`src/hdl/arm_data_processing_executor_macros.svh`:
```
// ----------------------------------------------------------------------------
// arm_data_processing_executor_macros.svh
// Assertion macros for the data-processing executor.
// ----------------------------------------------------------------------------
`ifndef ARM_DATA_PROCESSING_EXECUTOR_MACROS_SVH
`define ARM_DATA_PROCESSING_EXECUTOR_MACROS_SVH

`ifndef SYNTHESIS
`define DPX_ASSERT_IMPL(name, cond, prop) \
  name: assert property (@(posedge clk) disable iff (rst) (cond) |-> (prop)) \
    else $error("dpx assertion failed");
`define DPX_ASSERT_NEXT(name, cond, prop) \
  name: assert property (@(posedge clk) disable iff (rst) (cond) |=> (prop)) \
    else $error("dpx assertion failed");
`else
`define DPX_ASSERT_IMPL(name, cond, prop)
`define DPX_ASSERT_NEXT(name, cond, prop)
`endif

`endif

```
`src/hdl/dpx_pkg.sv`:
```
// ----------------------------------------------------------------------------
// dpx_pkg
// Types, codes and helpers of the data-processing executor.
// ----------------------------------------------------------------------------
package dpx_pkg;

  typedef enum logic [1:0] {
    CMD_EXEC         = 2'd0,
    CMD_WRITE_REG    = 2'd1,
    CMD_WRITE_STATUS = 2'd2,
    CMD_WRITE_SAVED  = 2'd3
  } cmd_code_t;

  localparam logic [3:0] OP_AND = 4'h0;
  localparam logic [3:0] OP_EOR = 4'h1;
  localparam logic [3:0] OP_SUB = 4'h2;
  localparam logic [3:0] OP_RSB = 4'h3;
  localparam logic [3:0] OP_ADD = 4'h4;
  localparam logic [3:0] OP_ADC = 4'h5;
  localparam logic [3:0] OP_SBC = 4'h6;
  localparam logic [3:0] OP_RSC = 4'h7;
  localparam logic [3:0] OP_TST = 4'h8;
  localparam logic [3:0] OP_TEQ = 4'h9;
  localparam logic [3:0] OP_CMP = 4'hA;
  localparam logic [3:0] OP_CMN = 4'hB;
  localparam logic [3:0] OP_ORR = 4'hC;
  localparam logic [3:0] OP_MOV = 4'hD;
  localparam logic [3:0] OP_BIC = 4'hE;
  localparam logic [3:0] OP_MVN = 4'hF;

  localparam logic [3:0] COND_AL = 4'hE;

  localparam logic [4:0] MODE_FAST  = 5'h11;
  localparam logic [4:0] MODE_INTR  = 5'h12;
  localparam logic [4:0] MODE_SUPER = 5'h13;
  localparam logic [4:0] MODE_ABORT = 5'h17;
  localparam logic [4:0] MODE_UNDEF = 5'h1B;

  localparam int          NUM_BANKS = 5;
  localparam logic [3:0]  REG_LR    = 4'd14;
  localparam logic [3:0]  REG_PC    = 4'd15;

  typedef struct packed {
    logic [1:0]  command;
    logic [31:0] instruction;
    logic [3:0]  target_index;
    logic [31:0] write_value;
  } cmd_item_t;

  typedef struct packed {
    logic        executed;
    logic        reg_written;
    logic [3:0]  reg_index;
    logic [31:0] reg_value;
    logic        link_written;
    logic [31:0] link_value;
    logic [31:0] status_out;
  } res_item_t;

  function automatic logic [31:0] ror32(input logic [31:0] v, input logic [4:0] s);
    logic [5:0] inv;
    inv = 6'd32 - {1'b0, s};
    return (s == 5'd0) ? v : ((v >> s) | (v << inv));
  endfunction

  function automatic logic cond_pass(input logic [3:0] cond, input logic [3:0] nzcv);
    logic n, z, c, v, p;
    n = nzcv[3];
    z = nzcv[2];
    c = nzcv[1];
    v = nzcv[0];
    unique case (cond)
      4'h0: p = z;
      4'h1: p = !z;
      4'h2: p = c;
      4'h3: p = !c;
      4'h4: p = n;
      4'h5: p = !n;
      4'h6: p = v;
      4'h7: p = !v;
      4'h8: p = c && !z;
      4'h9: p = !c || z;
      4'hA: p = (n == v);
      4'hB: p = (n != v);
      4'hC: p = !z && (n == v);
      4'hD: p = z || (n != v);
      COND_AL: p = 1'b1;
      default: p = 1'b0;
    endcase
    return p;
  endfunction

endpackage

```
`src/hdl/arm_data_processing_executor.sv`:
```
// ----------------------------------------------------------------------------
// arm_data_processing_executor
// ARM data-processing and branch execute stage with barrel shifter, register
// file, status word and saved-status banks.
// ----------------------------------------------------------------------------
// channel | handshake              | payload
// cmd     | cmd_valid / cmd_stall  | cmd (command, instruction, index, value)
// res     | res_valid / res_stall  | res (flags, register write, link, status)
//
// One item per cycle unless the result stalls; hold, then result register.
// Shifter, ALU and state update sit in one pass between the hold register
// and the result register; the next item sees the updated state.
// Synchronous reset clears register file, status word and saved banks.
// A stalled result holds the hold register; cmd_stall rises only then.
`include "arm_data_processing_executor_macros.svh"

module arm_data_processing_executor (
  input  logic               clk,
  input  logic               rst,
  input  logic               cmd_valid,
  output logic               cmd_stall,
  input  dpx_pkg::cmd_item_t cmd,
  output logic               res_valid,
  input  logic               res_stall,
  output dpx_pkg::res_item_t res
);
  import dpx_pkg::*;

  logic [31:0] rf [16];
  logic [31:0] status;
  logic [31:0] saved [NUM_BANKS];

  logic        hold_valid;
  cmd_item_t   hold;
  logic        advance;

  logic [31:0] w, rm, rn, op2, a, b, r, off;
  logic [7:0]  rs;
  logic [4:0]  imm, rsa, rot;
  logic        cin, sign, sc, ci, arith, vflag, cflag, pass;
  logic [32:0] sum;
  logic [3:0]  opc;

  logic        rf_we, lr_we, bank_we;
  logic [3:0]  rf_idx;
  logic [31:0] rf_val, status_next;
  res_item_t   res_next;

  assign advance   = !res_valid || !res_stall;
  assign cmd_stall = hold_valid && !advance;

  always_comb begin
    w    = hold.instruction;
    rm   = rf[w[3:0]];
    rs   = rf[w[11:8]][7:0];
    rn   = rf[w[19:16]];
    cin  = status[29];
    sign = rm[31];
    imm  = w[11:7];
    rsa  = rs[4:0];
    rot  = {w[11:8], 1'b0};
    opc  = w[24:21];
    pass = cond_pass(w[31:28], status[31:28]);
    off  = {{6{w[23]}}, w[23:0], 2'b00};

    op2 = rm;
    sc  = cin;
    if (w[25]) begin
      op2 = ror32({24'd0, w[7:0]}, rot);
      sc  = (rot == 5'd0) ? cin : op2[31];
    end else begin
      unique case (w[6:4])
        3'd0: begin
          if (imm != 5'd0) begin
            op2 = rm << imm;
            sc  = rm[5'(6'd32 - {1'b0, imm})];
          end
        end
        3'd1: begin
          if (rs == 8'd0) begin
          end else if (rs < 8'd32) begin
            op2 = rm << rsa;
            sc  = rm[5'(6'd32 - {1'b0, rsa})];
          end else begin
            op2 = 32'd0;
            sc  = (rs == 8'd32) ? rm[0] : 1'b0;
          end
        end
        3'd2: begin
          if (imm == 5'd0) begin
            op2 = 32'd0;
            sc  = sign;
          end else begin
            op2 = rm >> imm;
            sc  = rm[imm - 5'd1];
          end
        end
        3'd3: begin
          if (rs == 8'd0) begin
          end else if (rs < 8'd32) begin
            op2 = rm >> rsa;
            sc  = rm[rsa - 5'd1];
          end else begin
            op2 = 32'd0;
            sc  = (rs == 8'd32) ? sign : 1'b0;
          end
        end
        3'd4: begin
          if (imm == 5'd0) begin
            op2 = {32{sign}};
            sc  = sign;
          end else begin
            op2 = $unsigned($signed(rm) >>> imm);
            sc  = rm[imm - 5'd1];
          end
        end
        3'd5: begin
          if (rs == 8'd0) begin
          end else if (rs < 8'd32) begin
            op2 = $unsigned($signed(rm) >>> rsa);
            sc  = rm[rsa - 5'd1];
          end else begin
            op2 = {32{sign}};
            sc  = sign;
          end
        end
        3'd6: begin
          if (imm == 5'd0) begin
            op2 = {cin, rm[31:1]};
            sc  = rm[0];
          end else begin
            op2 = ror32(rm, imm);
            sc  = rm[imm - 5'd1];
          end
        end
        default: begin
          if (rs == 8'd0) begin
          end else if (rsa == 5'd0) begin
            sc = sign;
          end else begin
            op2 = ror32(rm, rsa);
            sc  = rm[rsa - 5'd1];
          end
        end
      endcase
    end

    a     = rn;
    b     = op2;
    ci    = 1'b0;
    arith = 1'b1;
    unique case (opc)
      OP_SUB, OP_CMP: begin b = ~op2; ci = 1'b1; end
      OP_RSB:         begin a = op2; b = ~rn; ci = 1'b1; end
      OP_ADD, OP_CMN: begin end
      OP_ADC:         ci = cin;
      OP_SBC:         begin b = ~op2; ci = cin; end
      OP_RSC:         begin a = op2; b = ~rn; ci = cin; end
      default:        arith = 1'b0;
    endcase
    sum = {1'b0, a} + {1'b0, b} + {32'd0, ci};

    unique case (opc)
      OP_AND, OP_TST: r = rn & op2;
      OP_EOR, OP_TEQ: r = rn ^ op2;
      OP_ORR:         r = rn | op2;
      OP_MOV:         r = op2;
      OP_BIC:         r = rn & ~op2;
      OP_MVN:         r = ~op2;
      default:        r = sum[31:0];
    endcase
    cflag = arith ? sum[32] : sc;
    vflag = ~(a[31] ^ b[31]) & (a[31] ^ sum[31]);

    rf_we       = 1'b0;
    lr_we       = 1'b0;
    bank_we     = 1'b0;
    rf_idx      = hold.target_index;
    rf_val      = hold.write_value;
    status_next = status;
    res_next    = '0;

    unique case (cmd_code_t'(hold.command))
      CMD_WRITE_REG:    rf_we = 1'b1;
      CMD_WRITE_STATUS: status_next = hold.write_value;
      CMD_WRITE_SAVED:  bank_we = (hold.target_index < 4'(NUM_BANKS));
      default: begin
        if (pass && w[27:26] == 2'b00) begin
          res_next.executed = 1'b1;
          if (opc[3:2] == 2'b10 || (w[20] && w[15:12] != REG_PC)) begin
            status_next[31] = r[31];
            status_next[30] = (r == 32'd0);
            status_next[29] = cflag;
            if (arith) status_next[28] = vflag;
          end else if (w[20]) begin
            priority case (status[4:0])
              MODE_FAST:  status_next = saved[0];
              MODE_INTR:  status_next = saved[1];
              MODE_SUPER: status_next = saved[2];
              MODE_ABORT: status_next = saved[3];
              MODE_UNDEF: status_next = saved[4];
              default:    status_next = status;
            endcase
          end
          if (opc[3:2] != 2'b10) begin
            rf_we                = 1'b1;
            rf_idx               = w[15:12];
            rf_val               = r;
            res_next.reg_written = 1'b1;
            res_next.reg_index   = w[15:12];
            res_next.reg_value   = r;
          end
        end else if (pass && w[27:25] == 3'b101) begin
          res_next.executed    = 1'b1;
          rf_we                = 1'b1;
          rf_idx               = REG_PC;
          rf_val               = rf[REG_PC] + off;
          res_next.reg_written = 1'b1;
          res_next.reg_index   = REG_PC;
          res_next.reg_value   = rf[REG_PC] + off;
          if (w[24]) begin
            lr_we                 = 1'b1;
            res_next.link_written = 1'b1;
            res_next.link_value   = rf[REG_PC] - 32'd4;
          end
        end
      end
    endcase
    res_next.status_out = status_next;
  end

  always_ff @(posedge clk) begin
    if (rst) begin
      hold_valid <= 1'b0;
      res_valid  <= 1'b0;
      status     <= '0;
      for (int i = 0; i < 16; i++) rf[i] <= '0;
      for (int i = 0; i < NUM_BANKS; i++) saved[i] <= '0;
    end else begin
      if (cmd_valid && !cmd_stall) begin
        hold_valid <= 1'b1;
      end else if (advance) begin
        hold_valid <= 1'b0;
      end
      if (advance) begin
        res_valid <= hold_valid;
      end
      if (hold_valid && advance) begin
        status <= status_next;
        if (lr_we) rf[REG_LR] <= rf[REG_PC] - 32'd4;
        if (rf_we) rf[rf_idx] <= rf_val;
        if (bank_we) saved[hold.target_index[2:0]] <= hold.write_value;
      end
    end
  end

  always_ff @(posedge clk) begin
    if (cmd_valid && !cmd_stall) hold <= cmd;
    if (hold_valid && advance) res <= res_next;
  end

  `DPX_ASSERT_NEXT(a_hold_kept, hold_valid && !advance, hold_valid)
  `DPX_ASSERT_IMPL(a_link_pc, res_valid && res.link_written, res.reg_written && res.reg_index == REG_PC)
  `DPX_ASSERT_IMPL(a_no_exec_no_write, res_valid && !res.executed, !res.reg_written && !res.link_written)

endmodule
```
`config.mk`:
```
export PLATFORM = sky130hd
export DESIGN_NAME = arm_data_processing_executor
export DESIGN_NICKNAME = d
export VERILOG_FILES = /design/src/hdl/dpx_pkg.sv /design/src/hdl/arm_data_processing_executor.sv
export VERILOG_INCLUDE_DIRS = /design/src /design/src/hdl
export SDC_FILE = /design/constraint.sdc
export NUM_CORES = 2
export LEC_CHECK = 0
export ABC_AREA = 1
export ABC_CLOCK_PERIOD_IN_PS = 8200
export BUFFER_PORTS_ARGS = -buffer_cell sky130_fd_sc_hd__buf_2
export CORE_MARGIN = 5
export CORE_UTILIZATION = 35
export DETAILED_ROUTE_END_ITERATION = 8
export HOLD_SLACK_MARGIN = 0.02
export PLACE_DENSITY_LB_ADDON = 0.1
export SLEW_MARGIN = 20
export SYNTH_ARGS = -nofsm -noshare
export SYNTH_HDL_FRONTEND = slang
export SYNTH_SLANG_ARGS = --single-unit
```
`constraint.sdc`:
```
create_clock -name clk -period 8.2 [get_ports clk]
set_clock_uncertainty 0.2 [all_clocks]
set_input_delay 1.64 -clock clk [delete_from_list [all_inputs] [get_ports clk]]
set_output_delay 1.64 -clock clk [all_outputs]
set_load 0.01 [all_outputs]
```
Yosys cells after proc, flatten, opt, wreduce, memory -nomap -nowiden --
Memories as Yosys holds them, arrays and structs flattened. A register that Yosys moved wholly into a read port is not among the register bits. Index checks and enable logic that the tools add are counted.
Cells by class: $add $sub $neg 9, magnitude comparators 6, eq/ne operators 50, shift-type cells 10, mux-type cells 100, bitwise logic cells 16, reduce and logical (&&, ||, !) cells 46
Operators with widths (number):
- 32-bit 2-to-1 mux | 24
- 32-bit one-hot mux with 7 select lines | 1
- 32-bit one-hot mux with 6 select lines | 1
- 32-bit one-hot mux with 5 select lines | 1
- 32-bit bitwise OR | 4
- 32-bit one-hot mux with 2 select lines | 2
- 71-bit 2-to-1 mux | 1
- 32-bit bitwise AND | 2
- 32-bit NOT | 2
- 32-bit OR reduction | 2
- 32-bit by 5-bit left shift with 32-bit output | 2
- 32-bit by 6-bit left shift with 32-bit output | 2
- 32-bit by 5-bit right shift with 32-bit output | 2
- 32-bit by 5-bit >>> shifter with 32-bit output | 2
- 4-bit equality test (second input constant) | 15
- 1-bit 2-to-1 mux | 48
- 38-bit 2-to-1 mux | 1
- 37-bit 2-to-1 mux | 1
- 4-bit 2-to-1 mux | 9
- 32-bit by 32-bit adder with 33-bit output | 1
- 33-bit by 1-bit adder with 33-bit output | 1
- 33-bit 2-to-1 mux | 1
- 32-bit adder | 1
- 4-bit by 3-bit equality test with 1-bit output (second input constant) | 8
- other kinds (48) | 103
Word-level totals: flip-flop bits (word level) 207, RAM bits 672, bits of input ports 74, memories kept 2
Memories:
- rf | depth 16, width 32, rd ports 4, clocked after memory_dff 3, write ports 16, line arm_data_processing_executor.sv:29 | logic [31:0] rf [16];
- saved | depth 5, width 32, rd ports 5, clocked after memory_dff 0, write ports 5, line arm_data_processing_executor.sv:31 | logic [31:0] saved [NUM_BANKS];

Longest topological paths before layout --
word-level depth 17, mapped depth 60, mapped depth without buffers 56

Worst setup path before layout --
Ideal clock, no wire load.
kind flip-flop to flip-flop, start point register (tool-made name), end point memory rf[10][30], data pin, setup time 0.127 ns, data arrival time 6.789 ns, slack 1.084 ns, cell stages (with the launch flop) 53, period minus slack after synthesis 7.116 ns, cell sequence dfxtp_1 buf_6 buf_6 buf_4 o211ai_1 nand3_1 nand3_2 nand2_4 inv_4 buf_4 buf_2 ha_1 nand3_1 nor2_2 clkbuf_1 ha_1 inv_1 nand2_1 (+17 left out) nand2_1 nand2_1 a21boi_0 o21ai_0 a21oi_1 inv_1 nand2_1 nand2_1 a21boi_0 o21ai_0 xor2_1 nor2_1 nor2_2 inv_2 o221ai_4 buf_4 nand2_1 inv_2
RTL lines (line):
- end, declared | arm_data_processing_executor.sv:29

==> flow_summary_export.csv <==
group,metric,value,unit
floorplan,row_count,162,
timing,timing.final.max_slew_violations,0,
global_route,grt_pass1_wl,523700,µm
placed_design,place_inst,12940,
floorplan,dieArea,0.2044,mm²
synth,ys_seq_elements,891,
timing,tightest_slew,1.198,ns
hold_path,hold_start,"hold_valid",
synth,synth.area.top_cells,"edfxtp_1 37%, nand2_1 16%, nand3_1 11%",
detailed_routing,vias,74180,
clocking,cts-root-buf,"clkbuf_16",
placed_design,io_buffers,178,
synth,synth_cell_types,61,
setup_path,critical_path_arrival,8.21,ns
global_route,grt_overflow_total,0,
floorplan,fp.dieW,452.2,µm
timing,hold_ws,0.2777,ns
detailed_routing,drt_iter0_markers,8956,
floorplan,initial_core_util,35.13,%
placed_design,place_area,0.07705,mm²
clocking,clkTransAtPathRegs,0.06,ns
outcome,status,"finished, final reports clean",
placed_design,post-dp-hpwl,277400,µm
timing,max_freq,0.1262,GHz
setup_path,worstPathMaxFanout,19,
clocking,cts_sinks,891,
floorplan,die_y,452.2,µm
timing,period_minus_slack,7.927,ns
timing,final-hold-violation-count,0,
detailed_routing,drc_errors,0,
synth,synth_cells,9969,
timing,setup_ws,0.2732,ns
final_layout,regArea,0.02632,mm²
synth,syn_nets,10150,
placed_design,gp_routability_congestion,1.062,
final_layout,final_cells,13170,
setup_path,reg2reg_setup_slack,0.27,ns
final_layout,n_fill_cell,20410,
setup_path,crit_family,"simple AND/OR/NAND/NOR gates",
final_layout,design_area,0.08090,mm²
setup_path,start_kind,"flop",
placed_design,pre_cts_slack,-0.3045,ns
final_layout,drive_above_1_share,13.92,%
synth,synth-edff-count,845,
setup_path,end_kind,"flop",
pwr,power_density,214.1,mW/mm²
flow_run,drv_cap,0,
setup_path,reg2reg_from,"rf[15][1]",
floorplan,coreArea,0.1948,mm²
setup_path,crit_start,"rf[15][1]",
pwr,power_leakage,38.86,nW
setup_path,path_class,"reg2reg",
floorplan,pin_count,179,
synth,dominantRegCellSynth,"edfxtp_1",
synth,avgSynthCellArea,6.864,µm²
setup_path,crit_slowest_cell,"edfxtp_1",
global_route,grt_start_max_net_pins,159,
detailed_routing,vias_per_cell,5.631,
hold_path,hold_path_class,"reg2reg",
detailed_routing,finalWirelength,374300,µm
synth,yosysWarnings,0,
clocking,cts_tree,"done",
final_layout,final_nets,10610,
setup_path,cp_num_buf_inv,10,
setup_path,slowest_delay,0.41,ns
final_layout,multi_input_area,0.03448,mm²
timing,finalCritPeriodShare,96.67,%
global_route,antenna_found_initial,13,
detailed_routing,firstDrtPassIters,9,
synth,yosys.area.top_type,"edfxtp_1",
clocking,numCtsBuffers,102,
timing,setup_tns,0,ns
synth,synth_area,0.06842,mm²
final_layout,syn_to_final_growth,18.23,%
clocking,cts_buffer_depth,3,
detailed_routing,ant_nets,0,
timing,finalSetupViolations,0,
setup_path,crit_required,8.49,ns
pwr,ir_worst_vdd,177.0,µV
timing,relSlewSlack,19.61,%
detailed_routing,wire_per_inst,28.41,µm
global_route,grt_pass1_vias,69960,
synth,synth_top_area_share,37.08,%
global_route,grtUsageTotal,35.36,%
clocking,h-tree-depth,3,
synth,synthArstFlopShare,0,%
clocking,clock_latency,0.74,ns
setup_path,crit_path_frequent_cell,"nand2_1",
synth,yosysSeqAreaShare,38.43,%
-- metal layers --
layer / global-route usage, % / routed length (µm) / part of all wire, % / up-vias
li1: - / - / - / 34040
met1: 44.35 / 146700 / 39 / 35420
met2: 56.88 / 169400 / 45 / 3826
met3: 4.573 / 27160 / 7.3 / 882
met4: 24.06 / 30890 / 8.3 / 10
met5: 0 / 66 / 0.018 / -
-- where the power goes --
| part | switching, mW | total [mW] | leakage, nW | internal [mW] |
|---|---|---|---|---|
| Clock | 2.04 | 4.91 | 1.70 | 2.87 |
| Sequential | 0.138 | 5.31 | 8.86 | 5.17 |
| Combinational | 4.93 | 7.09 | 28.3 | 2.17 |
| Total | 7.11 | 17.3 | 38.9 | 10.2 |
-- cell families (layout without fill, tap and decap cells) --
family,Yosys count,after routing,share of synthesized area [%]
xor+xnor,50,50,0.6400
simple gates,5243,5243,32.35
flops,891,891,38.43
compound gates,1711,1711,14.78
buf+inv,1965,2512,11.77
fa+ha+maj,109,109,2.026
other cells,0,33,0
-- worst register-to-register path: cells and delay by family, from the launching register on --
kind                     cells  cell delay, ns
AND/OR/NAND/NOR             19            3.01
flip-flops                   1            0.41
XOR/XNOR                     1            0.14
adder cells (fa/ha/maj)      3            0.85
buffers and inverters       10            1.68
AO/OA/AOI/OAI                8            1.41
-- worst paths after layout --
kind / endpoint / cells after the start
setup / recovery: rf[11][28] / 41
hold / removal: res_valid / 2
setup reg to reg: rf[11][28] / 41
hold reg to reg: res_valid / 2
-- Yosys cell counts (74+ instances only) --
cell / instances
ha_1: 106
a21oi_1: 514
o221ai_1: 74
inv_1: 1239
o211ai_1: 219
clkbuf_1: 337
o21ai_1: 91
nand3_1: 1478
buf_1: 89
nor2_1: 691
edfxtp_1: 845
buf_2: 126
nand2_1: 2833
o21ai_0: 585
-- cell usage in the layout, fill, tap and decap left out, types with 36 or more instances in the layout --
cell type  netlist  final
o21ai_0        585    579
nor2_1         691    668
buf_12           0     91
o211ai_1       219    219
o221ai_1        74     74
dfxtp_1         46     37
inv_2           60     59
inv_1         1239   1236
a22oi_1         36     36
edfxtp_1       845    845
ha_1           106    104
xor2_1          39     38
clkbuf_16        0    103
nand2_2         46     75
nand4_1         44     44
a21oi_1        514    509
nand3_1       1478   1473
buf_4           48    725
o21ai_1         91     92
or2_2           63     63
buf_2          126    178
nand2_1       2833   2800
-- area by class of cell --
class / instances / area share (%)
Timing Repair Buffer: 999 / 10.16
Multi-Input combinational cell: 7113 / 42.62
Sequential cell: 891 / 32.53
Antenna cell: 33 / 0.1021
Clock inverter: 64 / 1.038
Clock buffer: 127 / 3.322
Tap cell: 2624 / 4.058
Inverter: 1322 / 6.165
-- what timing repair did --
| item | in CTS | in global routing |
|---|---|---|
| gates resized for setup | 9 | 46 |
| buffers inserted | 3 | 2 |
| pin swaps | 0 | 1 |
| hold buffers | 0 | 0 |
| endpoints found under the setup margin | 128 | 208 |
| hold endpoints to repair | 0 | 0 |
-- metrics by stage --
step	util (%)	total power, mW
floorplan	-	8.924
global placement	39.55	12.29
detailed placement	39.55	12.27
CTS	41.40	17.21
global route	41.53	17.99
finish	41.53	17.32
-- state kept, by name, indices dropped and copies added (netlist names), named ones only --
name	cells
res	103
hold_valid	1
saved	160
hold	38
w	32
rf	512
status	32
res_valid	1
(Power assumes the default switching activity.)
